[config.mk]
export PLATFORM = sky130hd
export DESIGN_NAME = i2c_slave_frame_mailbox_unit
export DESIGN_NICKNAME = d
export VERILOG_FILES = /design/src/sv/i2cmb_pkg.sv /design/src/sv/i2c_slave_frame_mailbox_unit.sv /design/src/sv/i2cmb_ctrl.sv /design/src/sv/i2cmb_datapath.sv
export SDC_FILE = /design/constraint.sdc
export NUM_CORES = 1
export LEC_CHECK = 0
export BUFFER_PORTS_ARGS = -buffer_cell sky130_fd_sc_hd__buf_2
export CORE_MARGIN = 2
export CORE_UTILIZATION = 55
export CTS_CLUSTER_SIZE = 30
export DETAILED_ROUTE_END_ITERATION = 12
export GPL_TIMING_DRIVEN = 0
export PLACE_DENSITY = 0.81
export SLEW_MARGIN = 30
export SYNTH_ARGS = -nofsm -noshare
export SYNTH_HDL_FRONTEND = slang
export SYNTH_SLANG_ARGS = --single-unit
export TNS_END_PERCENT = 100
[constraint.sdc]
create_clock -name clk -period 6.38 [get_ports clk]
set_clock_uncertainty 0.15 [all_clocks]
set_input_delay 1.276 -clock clk [delete_from_list [all_inputs] [get_ports clk]]
set_output_delay 1.276 -clock clk [all_outputs]
set_load 0.03 [all_outputs]
[src/sv/i2cmb_pkg.sv]
`default_nettype none

package i2cmb_pkg;

  localparam int RX_DEPTH_DEF = 32;

  localparam int FRAME_COPY_THRESHOLD = 17;
  localparam int SYNC_READ_LAST = 10;
  localparam int MGMT_READ_LAST = 1;
  localparam int SYNC_SNAP_LEN = 15;
  localparam int MGMT_SNAP_LEN = 2;
  localparam int COPY_LEN = SYNC_SNAP_LEN + MGMT_SNAP_LEN;
  localparam int COPY_IDX_W = $clog2(COPY_LEN);

  localparam logic [1:0] OP_ADDR_WRITE = 2'd0;
  localparam logic [1:0] OP_DATA_WRITE = 2'd1;
  localparam logic [1:0] OP_READ_REQ   = 2'd2;

  localparam logic [1:0] SRC_NONE = 2'd0;
  localparam logic [1:0] SRC_MGMT = 2'd1;
  localparam logic [1:0] SRC_SYNC = 2'd2;

  localparam logic [1:0] CFG_MASTER_ID_POS = 2'd0;
  localparam logic [1:0] CFG_MGMT_ID       = 2'd1;
  localparam logic [1:0] CFG_SYNC_ID       = 2'd2;

  typedef struct packed {
    logic store_byte;
    logic serve;
    logic id_check;
    logic copy_rd;
  } i2cmb_cmd_t;

  typedef struct packed {
    logic copy_start;
    logic copy_last;
    logic out_blocked;
  } i2cmb_status_t;

endpackage

`default_nettype wire

[src/sv/i2c_slave_frame_mailbox_unit.sv]
`default_nettype none

// Channel   Direction  Handshake           Payload
// in_       input      in_valid/in_stall   in_opcode[1:0], in_bus_byte[7:0]
// out_      output     out_valid/out_stall out_read_byte[7:0], out_source[1:0]
// cfg_      input      cfg_wr_en           cfg_index[1:0], cfg_wdata[7:0]
//
// Address writes and read requests need no further states; a read result sits in the output register.
// A data write passes through the store write, identifier read and compare, then the copy and
// drain states when a full frame is copied out of the receive store (one read a cycle).
// Synchronous reset clears all indices, mode, snapshots and the store valid bits.
// Every transaction stalls while a data write is still being checked or copied, and a read
// request also stalls while the previous result is still waiting.

module i2c_slave_frame_mailbox_unit
  import i2cmb_pkg::*;
#(
  parameter int RX_DEPTH = RX_DEPTH_DEF
) (
  input  wire logic       clk,
  input  wire logic       rst_n,
  input  wire logic       cfg_wr_en,
  input  wire logic [1:0] cfg_index,
  input  wire logic [7:0] cfg_wdata,
  input  wire logic       in_valid,
  output logic            in_stall,
  input  wire logic [1:0] in_opcode,
  input  wire logic [7:0] in_bus_byte,
  output logic            out_valid,
  input  wire logic       out_stall,
  output logic [7:0]      out_read_byte,
  output logic [1:0]      out_source
);

  i2cmb_cmd_t    cmd;
  i2cmb_status_t status;

  i2cmb_ctrl u_ctrl (
    .clk       (clk),
    .rst_n     (rst_n),
    .in_valid  (in_valid),
    .in_opcode (in_opcode),
    .in_stall  (in_stall),
    .status    (status),
    .cmd       (cmd)
  );

  i2cmb_datapath #(
    .RX_DEPTH (RX_DEPTH)
  ) u_datapath (
    .clk           (clk),
    .rst_n         (rst_n),
    .cfg_wr_en     (cfg_wr_en),
    .cfg_index     (cfg_index),
    .cfg_wdata     (cfg_wdata),
    .in_bus_byte   (in_bus_byte),
    .cmd           (cmd),
    .status        (status),
    .out_valid     (out_valid),
    .out_stall     (out_stall),
    .out_read_byte (out_read_byte),
    .out_source    (out_source)
  );

endmodule

`default_nettype wire

[src/sv/i2cmb_ctrl.sv]
`default_nettype none

module i2cmb_ctrl
  import i2cmb_pkg::*;
(
  input  wire logic          clk,
  input  wire logic          rst_n,
  input  wire logic          in_valid,
  input  wire logic [1:0]    in_opcode,
  output logic               in_stall,
  input  wire i2cmb_status_t status,
  output i2cmb_cmd_t         cmd
);

  typedef enum logic [2:0] {
    ST_IDLE,
    ST_ID_READ,
    ST_ID_CHECK,
    ST_COPY,
    ST_COPY_DRAIN
  } state_t;

  state_t state_r;
  state_t state_nxt;
  logic   accept;

  assign in_stall = (state_r != ST_IDLE) ||
                    ((in_opcode == OP_READ_REQ) && status.out_blocked);
  assign accept = in_valid && !in_stall;

  always_comb begin
    cmd            = '0;
    cmd.store_byte = accept && (in_opcode == OP_DATA_WRITE);
    cmd.serve      = accept && (in_opcode == OP_READ_REQ);
    cmd.id_check   = (state_r == ST_ID_CHECK);
    cmd.copy_rd    = (state_r == ST_COPY);
  end

  always_comb begin
    state_nxt = state_r;
    case (state_r)
      ST_IDLE: begin
        if (accept && (in_opcode == OP_DATA_WRITE)) begin
          state_nxt = ST_ID_READ;
        end
      end
      ST_ID_READ: begin
        state_nxt = ST_ID_CHECK;
      end
      ST_ID_CHECK: begin
        state_nxt = status.copy_start ? ST_COPY : ST_IDLE;
      end
      ST_COPY: begin
        if (status.copy_last) begin
          state_nxt = ST_COPY_DRAIN;
        end
      end
      ST_COPY_DRAIN: begin
        state_nxt = ST_IDLE;
      end
      default: begin
        state_nxt = ST_IDLE;
      end
    endcase
  end

  always_ff @(posedge clk) begin
    if (!rst_n) begin
      state_r <= ST_IDLE;
    end else begin
      state_r <= state_nxt;
    end
  end

endmodule

`default_nettype wire

[src/sv/i2cmb_datapath.sv]
`default_nettype none

module i2cmb_datapath
  import i2cmb_pkg::*;
#(
  parameter int RX_DEPTH = RX_DEPTH_DEF
) (
  input  wire logic       clk,
  input  wire logic       rst_n,
  input  wire logic       cfg_wr_en,
  input  wire logic [1:0] cfg_index,
  input  wire logic [7:0] cfg_wdata,
  input  wire logic [7:0] in_bus_byte,
  input  wire i2cmb_cmd_t cmd,
  output i2cmb_status_t   status,
  output logic            out_valid,
  input  wire logic       out_stall,
  output logic [7:0]      out_read_byte,
  output logic [1:0]      out_source
);

  localparam int AW  = $clog2(RX_DEPTH);
  localparam int WPW = $clog2(RX_DEPTH + 1);
  localparam int PW  = ((AW > 5) ? AW : 5) + 1;

  logic [7:0]            mem [RX_DEPTH];
  logic [RX_DEPTH-1:0]   mem_vld_r;
  logic [7:0]            rd_data_r;
  logic                  rd_vld_r;
  logic [AW-1:0]         rd_addr;
  logic                  rd_in_range;

  logic [4:0]            id_pos_r;
  logic [7:0]            mgmt_id_r;
  logic [7:0]            sync_id_r;

  logic [7:0]            sync_snap_r [SYNC_SNAP_LEN];
  logic [7:0]            mgmt_snap_r [MGMT_SNAP_LEN];

  logic [WPW-1:0]        write_pos_r;
  logic [WPW-1:0]        write_pos_nxt;
  logic [3:0]            read_pos_r;
  logic [3:0]            read_pos_nxt;
  logic [1:0]            mode_r;
  logic [1:0]            mode_nxt;

  logic [COPY_IDX_W-1:0] copy_idx_r;
  logic [COPY_IDX_W-1:0] copy_wr_idx_r;
  logic                  copy_wr_r;

  logic                  out_valid_r;
  logic [7:0]            out_byte_r;
  logic [1:0]            out_src_r;
  logic [7:0]            serve_byte;

  logic                  store_ok;
  logic [7:0]            id_byte;
  logic                  mgmt_match;
  logic                  sync_match;
  logic                  frame_full;
  logic [7:0]            copy_byte;

  assign store_ok    = write_pos_r < WPW'(RX_DEPTH);
  assign rd_in_range = PW'(id_pos_r) < PW'(RX_DEPTH);
  assign rd_addr     = cmd.copy_rd ? AW'(copy_idx_r + 1'b1) : AW'(id_pos_r);
  assign id_byte     = rd_vld_r ? rd_data_r : 8'd0;
  assign copy_byte   = id_byte;
  assign mgmt_match  = (id_byte == mgmt_id_r);
  assign sync_match  = (id_byte == sync_id_r);
  assign frame_full  = write_pos_r > WPW'(FRAME_COPY_THRESHOLD);

  assign status.copy_start  = mgmt_match && frame_full;
  assign status.copy_last   = copy_idx_r == COPY_IDX_W'(COPY_LEN - 1);
  assign status.out_blocked = out_valid_r && out_stall;

  assign out_valid     = out_valid_r;
  assign out_read_byte = out_byte_r;
  assign out_source    = out_src_r;

  always_ff @(posedge clk) begin
    if (cmd.store_byte && store_ok) begin
      mem[write_pos_r[AW-1:0]] <= in_bus_byte;
    end
    rd_data_r <= mem[rd_addr];
  end

  always_ff @(posedge clk) begin
    if (!rst_n) begin
      mem_vld_r <= '0;
      rd_vld_r  <= 1'b0;
    end else begin
      if (cmd.store_byte && store_ok) begin
        mem_vld_r[write_pos_r[AW-1:0]] <= 1'b1;
      end
      if (cmd.copy_rd) begin
        rd_vld_r <= mem_vld_r[rd_addr];
      end else begin
        rd_vld_r <= rd_in_range ? mem_vld_r[rd_addr] : 1'b0;
      end
    end
  end

  always_ff @(posedge clk) begin
    if (!rst_n) begin
      id_pos_r  <= 5'd0;
      mgmt_id_r <= 8'd1;
      sync_id_r <= 8'd2;
    end else if (cfg_wr_en) begin
      case (cfg_index)
        CFG_MASTER_ID_POS: id_pos_r  <= cfg_wdata[4:0];
        CFG_MGMT_ID:       mgmt_id_r <= cfg_wdata;
        CFG_SYNC_ID:       sync_id_r <= cfg_wdata;
        default: begin
        end
      endcase
    end
  end

  always_comb begin
    serve_byte = 8'd0;
    case (mode_r)
      SRC_MGMT: begin
        serve_byte = mgmt_snap_r[(read_pos_r < 4'(MGMT_SNAP_LEN)) ? read_pos_r[0] : 1'b0];
      end
      SRC_SYNC: begin
        serve_byte = sync_snap_r[(read_pos_r < 4'(SYNC_SNAP_LEN)) ? read_pos_r : 4'd0];
      end
      default: begin
        serve_byte = 8'd0;
      end
    endcase
  end

  always_comb begin
    write_pos_nxt = write_pos_r;
    read_pos_nxt  = read_pos_r;
    mode_nxt      = mode_r;
    if (cmd.store_byte && store_ok) begin
      write_pos_nxt = write_pos_r + 1'b1;
    end
    if (cmd.id_check) begin
      if (mgmt_match) begin
        mode_nxt     = SRC_MGMT;
        read_pos_nxt = 4'd0;
        if (frame_full) begin
          write_pos_nxt = '0;
        end
      end
      if (sync_match) begin
        mode_nxt      = SRC_SYNC;
        read_pos_nxt  = 4'd0;
        write_pos_nxt = '0;
      end
    end
    if (cmd.serve) begin
      case (mode_r)
        SRC_MGMT: begin
          write_pos_nxt = '0;
          read_pos_nxt  = (read_pos_r >= 4'(MGMT_READ_LAST)) ? 4'd0 : read_pos_r + 4'd1;
        end
        SRC_SYNC: begin
          write_pos_nxt = '0;
          read_pos_nxt  = (read_pos_r >= 4'(SYNC_READ_LAST)) ? 4'd0 : read_pos_r + 4'd1;
        end
        default: begin
        end
      endcase
    end
  end

  always_ff @(posedge clk) begin
    if (!rst_n) begin
      write_pos_r   <= '0;
      read_pos_r    <= 4'd0;
      mode_r        <= SRC_NONE;
      copy_idx_r    <= '0;
      copy_wr_r     <= 1'b0;
      copy_wr_idx_r <= '0;
      out_valid_r   <= 1'b0;
      for (int i = 0; i < SYNC_SNAP_LEN; i++) begin
        sync_snap_r[i] <= 8'd0;
      end
      for (int i = 0; i < MGMT_SNAP_LEN; i++) begin
        mgmt_snap_r[i] <= 8'd0;
      end
    end else begin
      write_pos_r   <= write_pos_nxt;
      read_pos_r    <= read_pos_nxt;
      mode_r        <= mode_nxt;
      copy_wr_r     <= cmd.copy_rd;
      copy_wr_idx_r <= copy_idx_r;
      if (cmd.copy_rd) begin
        copy_idx_r <= status.copy_last ? '0 : copy_idx_r + 1'b1;
      end
      if (copy_wr_r) begin
        if (copy_wr_idx_r < COPY_IDX_W'(SYNC_SNAP_LEN)) begin
          sync_snap_r[copy_wr_idx_r[3:0]] <= copy_byte;
        end else begin
          mgmt_snap_r[1'(copy_wr_idx_r - COPY_IDX_W'(SYNC_SNAP_LEN))] <= copy_byte;
        end
      end
      if (cmd.serve) begin
        out_valid_r <= 1'b1;
      end else if (!out_stall) begin
        out_valid_r <= 1'b0;
      end
    end
  end

  always_ff @(posedge clk) begin
    if (cmd.serve) begin
      out_byte_r <= serve_byte;
      out_src_r  <= (mode_r == SRC_MGMT || mode_r == SRC_SYNC) ? mode_r : SRC_NONE;
    end
  end

endmodule

`default_nettype wire
# Word-level counts from Yosys, hierarchy flattened
# Memories as Yosys holds them, arrays and structs flattened. A register that Yosys moved wholly into a read port is not among the register bits.
# Cells that the tools add are included.
# op_classes
addsub	4
magnitude_cmp	10
n_eq_ne	15
mux	49
n_bitwise	1
reduce_logical	23
# op_table
operator	count
6-bit 2-to-1 mux	7
4-bit 2-to-1 mux	8
32-bit bitwise OR	1
8-bit 2-to-1 mux	3
1-bit 2-to-1 mux	19
8-bit equality test	2
8-bit case mux with 2 select lines	1
8-bit OR reduction	2
5-bit by 6-bit less-than comparator with 1-bit output, second input constant	2
3-bit case mux with 4 select lines	1
5-bit 2-to-1 mux	2
2-bit AND reduction	5
1-bit logical AND	8
4-bit case mux with 2 select lines	1
6-bit by 1-bit adder with 6-bit output, second input constant	1
2-bit by 1-bit equality test with 1-bit output, second input constant	3
2-bit equality test, second input constant	3
3-bit by 2-bit equality test with 1-bit output, second input constant	2
6-bit by 5-bit > comparator with 1-bit output, second input constant	1
6-bit less-than comparator, second input constant	1
2-bit 2-to-1 mux	3
3-bit 2-to-1 mux	2
5-bit by 1-bit adder with 5-bit output, second input constant	1
1-bit binary-select mux with 5-bit select	1
other kinds (20)	22
# totals
reg_bits	91
ramBits	392
elab_cells	120
memories	3
# memory_table
name	depth	word_bits	read_ports	rd_ports_with_merged_regs	wr	line_no	source
u_datapath.mem	32	8	1	1	1	i2cmb_datapath.sv:26	logic [7:0] mem [RX_DEPTH];
u_datapath.sync_snap_r	15	8	1	0	15	i2cmb_datapath.sv:37	logic [7:0] sync_snap_r [SYNC_SNAP_LEN];
u_datapath.mgmt_snap_r	2	8	1	0	2	i2cmb_datapath.sv:38	logic [7:0] mgmt_snap_r [MGMT_SNAP_LEN];

# Longest topological paths before layout
# depth
depth_word	14
ltp_mapped	12
depth_no_buf	8

# Hierarchy
# Synthesis repeated with hierarchy kept, for this count alone.
# unflattened
hier_cells	1830
area_unflattened_um2	22086.2
# modules_own_cells
mod	instances	cells_per_inst	area_per_inst_um2
i2cmb_datapath	1	1809	21902.3
i2cmb_ctrl	1	21	183.9

# Least setup slack after synthesis
# Ideal clock, no wire load.
# synth_path
path_kind	input to output
from	in in_opcode[0]
to	out in_stall
t_arrival_ps	2162
required_ps	4954
path_slack_ps	2792
path_stages	2
path_buffers	0
path_cell_list	nand2b_1 -> o21ai_0
# synth_via
elab_chain_len	3
# synth_lines
element	line_no	source
start: declaration	i2c_slave_frame_mailbox_unit.sv:27	input wire logic [1:0] in_opcode,
2-bit equality test	i2cmb_ctrl.sv:28	((in_opcode == OP_READ_REQ) && status.out_blocked);
1-bit logical AND	i2cmb_ctrl.sv:28	
1-bit logical OR	i2cmb_ctrl.sv:27	assign in_stall = (state_r != ST_IDLE) ||
end: declaration	i2c_slave_frame_mailbox_unit.sv:26	output logic in_stall,
# Every way passes these cells.

# Worst setup path in the final report
# layout_path
from	reg u_datapath.copy_idx_r[0]
to	reg u_datapath.rd_data_r[6] (read register of u_datapath.mem)
# layout_via
elab_chain_len	2
# layout_lines
element	line_no	source
start: declaration	i2cmb_datapath.sv:47	logic [COPY_IDX_W-1:0] copy_idx_r;
start signal: assignment	i2cmb_datapath.sv:193	copy_idx_r <= status.copy_last ? '0 : copy_idx_r + 1'b1;
5-bit by 1-bit adder with 5-bit output	i2cmb_datapath.sv:65	assign rd_addr = cmd.copy_rd ? AW'(copy_idx_r + 1'b1) : AW'(id_pos_r);
5-bit 2-to-1 mux	i2cmb_datapath.sv:65	
end: declaration	i2cmb_datapath.sv:28	logic [7:0] rd_data_r;
# Every way passes these cells.
# A chain may end at the register's enable or synchronous reset.

==> tab_implementation.tex <==
\begin{tabular}{lr}
\hline
Metric & Value \\
\hline
\multicolumn{2}{l}{\textbf{Clock network}} \\
Clock latency on the worst-skew pair & 0.58 ns \\
Register clock-pin slew on the reported worst setup and hold paths & 0.06 ns \\
Clock sink count & 499 \\
Number of cells upsized or downsized after cts & 0 \\
Clock buffers created by TritonCTS & 49 \\
TritonCTS clock tree & yes \\
Library cell used as clock root buffer & sky130\_fd\_sc\_hd\_\_clkbuf\_16 \\
H-tree levels & 2 \\
Post-CTS setup repair buffer count & 0 \\
Clock buffer depth & 3 \\
Number of buffers added to fix hold violations after cts & 0 \\
\multicolumn{2}{l}{\textbf{Pwr}} \\
Post-layout power & 6.628 mW \\
Peak ir drop on the vdd network & 0.0002117 V \\
Power density cells & 278.3 nW/um\^{}2 \\
LEAKAGE & 8.070 nW \\
\multicolumn{2}{l}{\textbf{GRT}} \\
Global-route wire length before repair & 79020 um \\
Vias in the first global route & 14190 \\
Antenna violations before repair & 0 \\
All-layer global routing usage & 0.2531 \\
Maximum number of pins on one net before global-route repair & 33 \\
Overall overflow remaining after global route & 0 \\
\multicolumn{2}{l}{\textbf{Critical path}} \\
Startpoint of the lowest-slack register-to-register path & u\_datapath.copy\_idx\_r[0]\$\_SDFFE\_PN0P\_ \\
Type of the worst setup path & flip-flop to flip-flop \\
Critical path data arrival time & 4.09 ns \\
Crit Path Max Fanout & 10 \\
Timing startpoint of the critical path & u\_datapath.copy\_idx\_r[0]\$\_SDFFE\_PN0P\_ \\
Sort of element at the start of the critical path & flip-flop \\
Data required time at the worst endpoint & 6.62 ns \\
Worst Setup End Kind & flip-flop \\
\multicolumn{2}{l}{\textbf{Floorplan}} \\
Area inside the core boundary & 38560 sq um \\
Starting density of the core & 0.5556 \\
Area of the die & 40550 sq um \\
I/O pin cnt & 37 \\
Die span in x & 201.4 um \\
Die H & 201.4 um \\
Row cnt & 72 \\
\multicolumn{2}{l}{\textbf{Yosys}} \\
Syn Area/Cell & 12.80 sq um \\
Count of different cell masters after synthesis & 74 \\
Most frequently used flop master after synthesis & sky130\_fd\_sc\_hd\_\_edfxtp\_1 \\
Number of enable-type register cells in the synthesized netlist & 410 \\
Flops \& latches, synth & 499 \\
Share of flip-flops with an asynchronous set or reset after synthesis & 0 \\
Gate count of the mapped netlist & 1674 \\
Sequential fraction of the synthesis area & 0.6579 \\
Yosys synthesis warning count & 0 \\
Total standard cell area after synthesis & 21420 sq um \\
\multicolumn{2}{l}{\textbf{Routing}} \\
Average wire length per cell after detail routing & 22.23 um \\
Number of detailed-route iterations in the first pass & 6 \\
Number of routed nets with antenna violations & 0 \\
1st-iter DRT viols & 1487 \\
Sum of routed wire length over all layers & 51700 um \\
Drc violations & 0 \\
Count of vias placed by the detailed router & 14140 \\
Average vias per placed instance & 6.083 \\
\multicolumn{2}{l}{\textbf{STA}} \\
Number of hold violations in the final report & 0 \\
Clock period minus final worst setup slack & 3.851 ns \\
Setup TNS & 0 ns \\
Top achievable clock speed & 259.7 MHz \\
Worst-margin pin slew & 0.9862 ns \\
Total count of max-transition violations in the final report & 0 \\
Unrepaired setup endpoints after global routing & no \\
Worst hold slack across all endpoints & 0.3502 ns \\
Relative max-transition margin & 0.3401 \\
Count of endpoints failing setup in the final report & 0 \\
Period utilisation layout & 0.6036 \\
\multicolumn{2}{l}{\textbf{Job}} \\
Max Cap Violations & 0 \\
\multicolumn{2}{l}{\textbf{Layout}} \\
Synthesis-to-finish area growth & 11.16\% \\
Fraction of final layout cells sized beyond drive strength 1 & 0.1217 \\
Nets@finish & 1804 \\
Inserted Diodes & 0 \\
\multicolumn{2}{l}{\textbf{Placement}} \\
I/O Buffers & 36 \\
Half-perimeter wire length after detailed placement & 35310 um \\
Final weighted congestion in routability-driven placement & 1.020 \\
\multicolumn{2}{l}{\textbf{Hold path}} \\
Classification of the worst-slack hold path & flip-flop to flip-flop \\
HP Start & u\_datapath.out\_valid\$\_SDFFE\_PN0P\_ \\
\multicolumn{2}{l}{\textbf{Run status}} \\
Status & finished, final reports clean \\
\hline
\end{tabular}
## kinds of logic after synthesis
kind of cell / after synthesis / synth area share
AND/OR/NAND/NOR: 620 / 0.1286
flip-flops: 499 / 0.6579
AO/OA/AOI/OAI: 231 / 0.07750
multiplexers: 178 / 0.09497
buffers and inverters: 117 / 0.02751
XOR/XNOR: 17 / 0.006950
adder cells (fa/ha/maj): 11 / 0.006424
other: 1 / 0.0001750
## through the flow
| step | setup slack [ns] | cell area, sq um | utilization | cells |
|---|---|---|---|---|
| after floorplan | 2.792 | 21450 | - | 1681 |
| after global placement | 2.596 | 22280 | 0.5778 | 2235 |
| after detailed placement | 2.552 | 22290 | 0.5780 | 2235 |
| after CTS | 2.649 | 23800 | 0.6173 | 2325 |
| after global routing | 2.444 | 23810 | 0.6176 | 2325 |
| final | 2.529 | 23810 | 0.6176 | 2325 |
## report_power, final
part | internal (mW) | leakage (nW) | switching [mW] | total, mW
logic | 0.0938 | 2.74 | 0.212 | 0.305
registers | 3.57 | 4.61 | 0.0278 | 3.60
clock network | 1.52 | 0.727 | 1.21 | 2.73
## Yosys cell counts, drive strengths merged, types with 8 or more instances
master  count  share of area
edfxtp    410           0.57
nor2      279          0.049
nand2     203          0.037
mux2i     149          0.071
dfxtp      89          0.083
buf        53          0.016
a21oi      50          0.012
nand3      47          0.011
clkbuf     40         0.0070
a31oi      36          0.011
inv        24         0.0042
o22ai      22         0.0064
nor2b      20         0.0058
nor4       20         0.0077
a211oi     19         0.0067
mux4       17          0.018
a32oi      16         0.0065
o21ai      14         0.0033
a22o       12         0.0049
mux2       12         0.0063
nor3       12         0.0033
ha         11         0.0064
o32ai      11         0.0052
o211ai     10         0.0037
xor2        9         0.0037
a21bo       8         0.0037
xnor2       8         0.0033
## cell usage in the layout, fill, tap and decap left out, types with 9 or more instances in the layout
master / instances
sky130_fd_sc_hd__a22o_1: 12
sky130_fd_sc_hd__xor2_1: 9
sky130_fd_sc_hd__ha_1: 11
sky130_fd_sc_hd__mux2_2: 12
sky130_fd_sc_hd__clkbuf_1: 49
sky130_fd_sc_hd__a21oi_1: 48
sky130_fd_sc_hd__nor2b_1: 20
sky130_fd_sc_hd__nor4_1: 15
sky130_fd_sc_hd__buf_2: 66
sky130_fd_sc_hd__o211ai_1: 9
sky130_fd_sc_hd__nor3_1: 10
sky130_fd_sc_hd__nand3_1: 47
sky130_fd_sc_hd__a31oi_1: 34
sky130_fd_sc_hd__edfxtp_1: 410
sky130_fd_sc_hd__inv_1: 24
sky130_fd_sc_hd__dfxtp_1: 89
sky130_fd_sc_hd__o22ai_1: 22
sky130_fd_sc_hd__clkbuf_16: 50
sky130_fd_sc_hd__clkinv_1: 18
sky130_fd_sc_hd__a211oi_1: 19
sky130_fd_sc_hd__o32ai_1: 9
sky130_fd_sc_hd__nand2_1: 197
sky130_fd_sc_hd__nor2_1: 279
sky130_fd_sc_hd__o21ai_0: 14
sky130_fd_sc_hd__mux4_2: 17
sky130_fd_sc_hd__mux2i_1: 147
sky130_fd_sc_hd__a32oi_1: 16
## layer usage
layer,share of wire,GRT usage
met4,0.051,0.1379
met2,0.49,0.4315
met1,0.38,0.3109
met5,0,0
met3,0.076,0.03952
## critical path: stages, from the launching register on
cell,delay (ns)
sky130_fd_sc_hd__dfxtp_1,0.35
sky130_fd_sc_hd__buf_2,0.27
sky130_fd_sc_hd__buf_2,0.34
sky130_fd_sc_hd__inv_1,0.15
sky130_fd_sc_hd__ha_1,0.37
sky130_fd_sc_hd__and4b_1,0.26
sky130_fd_sc_hd__a32o_1,0.39
sky130_fd_sc_hd__buf_2,0.26
sky130_fd_sc_hd__a32oi_1,0.27
sky130_fd_sc_hd__a31oi_1,0.24
sky130_fd_sc_hd__nor4_1,0.60
## sequential cells by signal, indices dropped and copies added (netlist names)
name / count
u_ctrl.state_r: 3
u_datapath.copy_idx_r: 5
u_datapath.copy_wr_idx_r: 5
u_datapath.copy_wr_r: 1
u_datapath.id_pos_r: 5
u_datapath.mem: 256
u_datapath.mem_vld_r: 32
u_datapath.mgmt_id_r: 8
u_datapath.mgmt_snap_r: 16
u_datapath.mode_r: 2
u_datapath.out_read_byte: 8
u_datapath.out_source: 2
u_datapath.out_valid: 1
u_datapath.rd_data_r: 8
u_datapath.rd_vld_r: 1
u_datapath.read_pos_r: 4
u_datapath.sync_id_r: 8
u_datapath.sync_snap_r: 128
u_datapath.write_pos_r: 6
## layout make-up
class | instances | area (sq um)
Buffer | 93 | 499.2
Timing Repair Buffer | 36 | 180.2
Inverter | 24 | 90.09
Clock inverter | 31 | 227.7
Fill cell | 2918 | 14740
Tap cell | 518 | 648.1
Multi-Input combinational cell | 1065 | 6789
Sequential cell | 499 | 14090
Clock buffer | 59 | 1285
## path summary, 6_finish.rpt
kind,endpoint,slack [ns],depth (start not counted)
setup / recovery,u_datapath.rd_data_r[6]$_DFF_P_,2.53,10
hold / removal,u_datapath.out_valid$_SDFFE_PN0P_,0.35,2
setup reg to reg,u_datapath.rd_data_r[6]$_DFF_P_,2.53,10
hold reg to reg,u_datapath.out_valid$_SDFFE_PN0P_,0.35,2
Power figures use the tool's default switching activity.
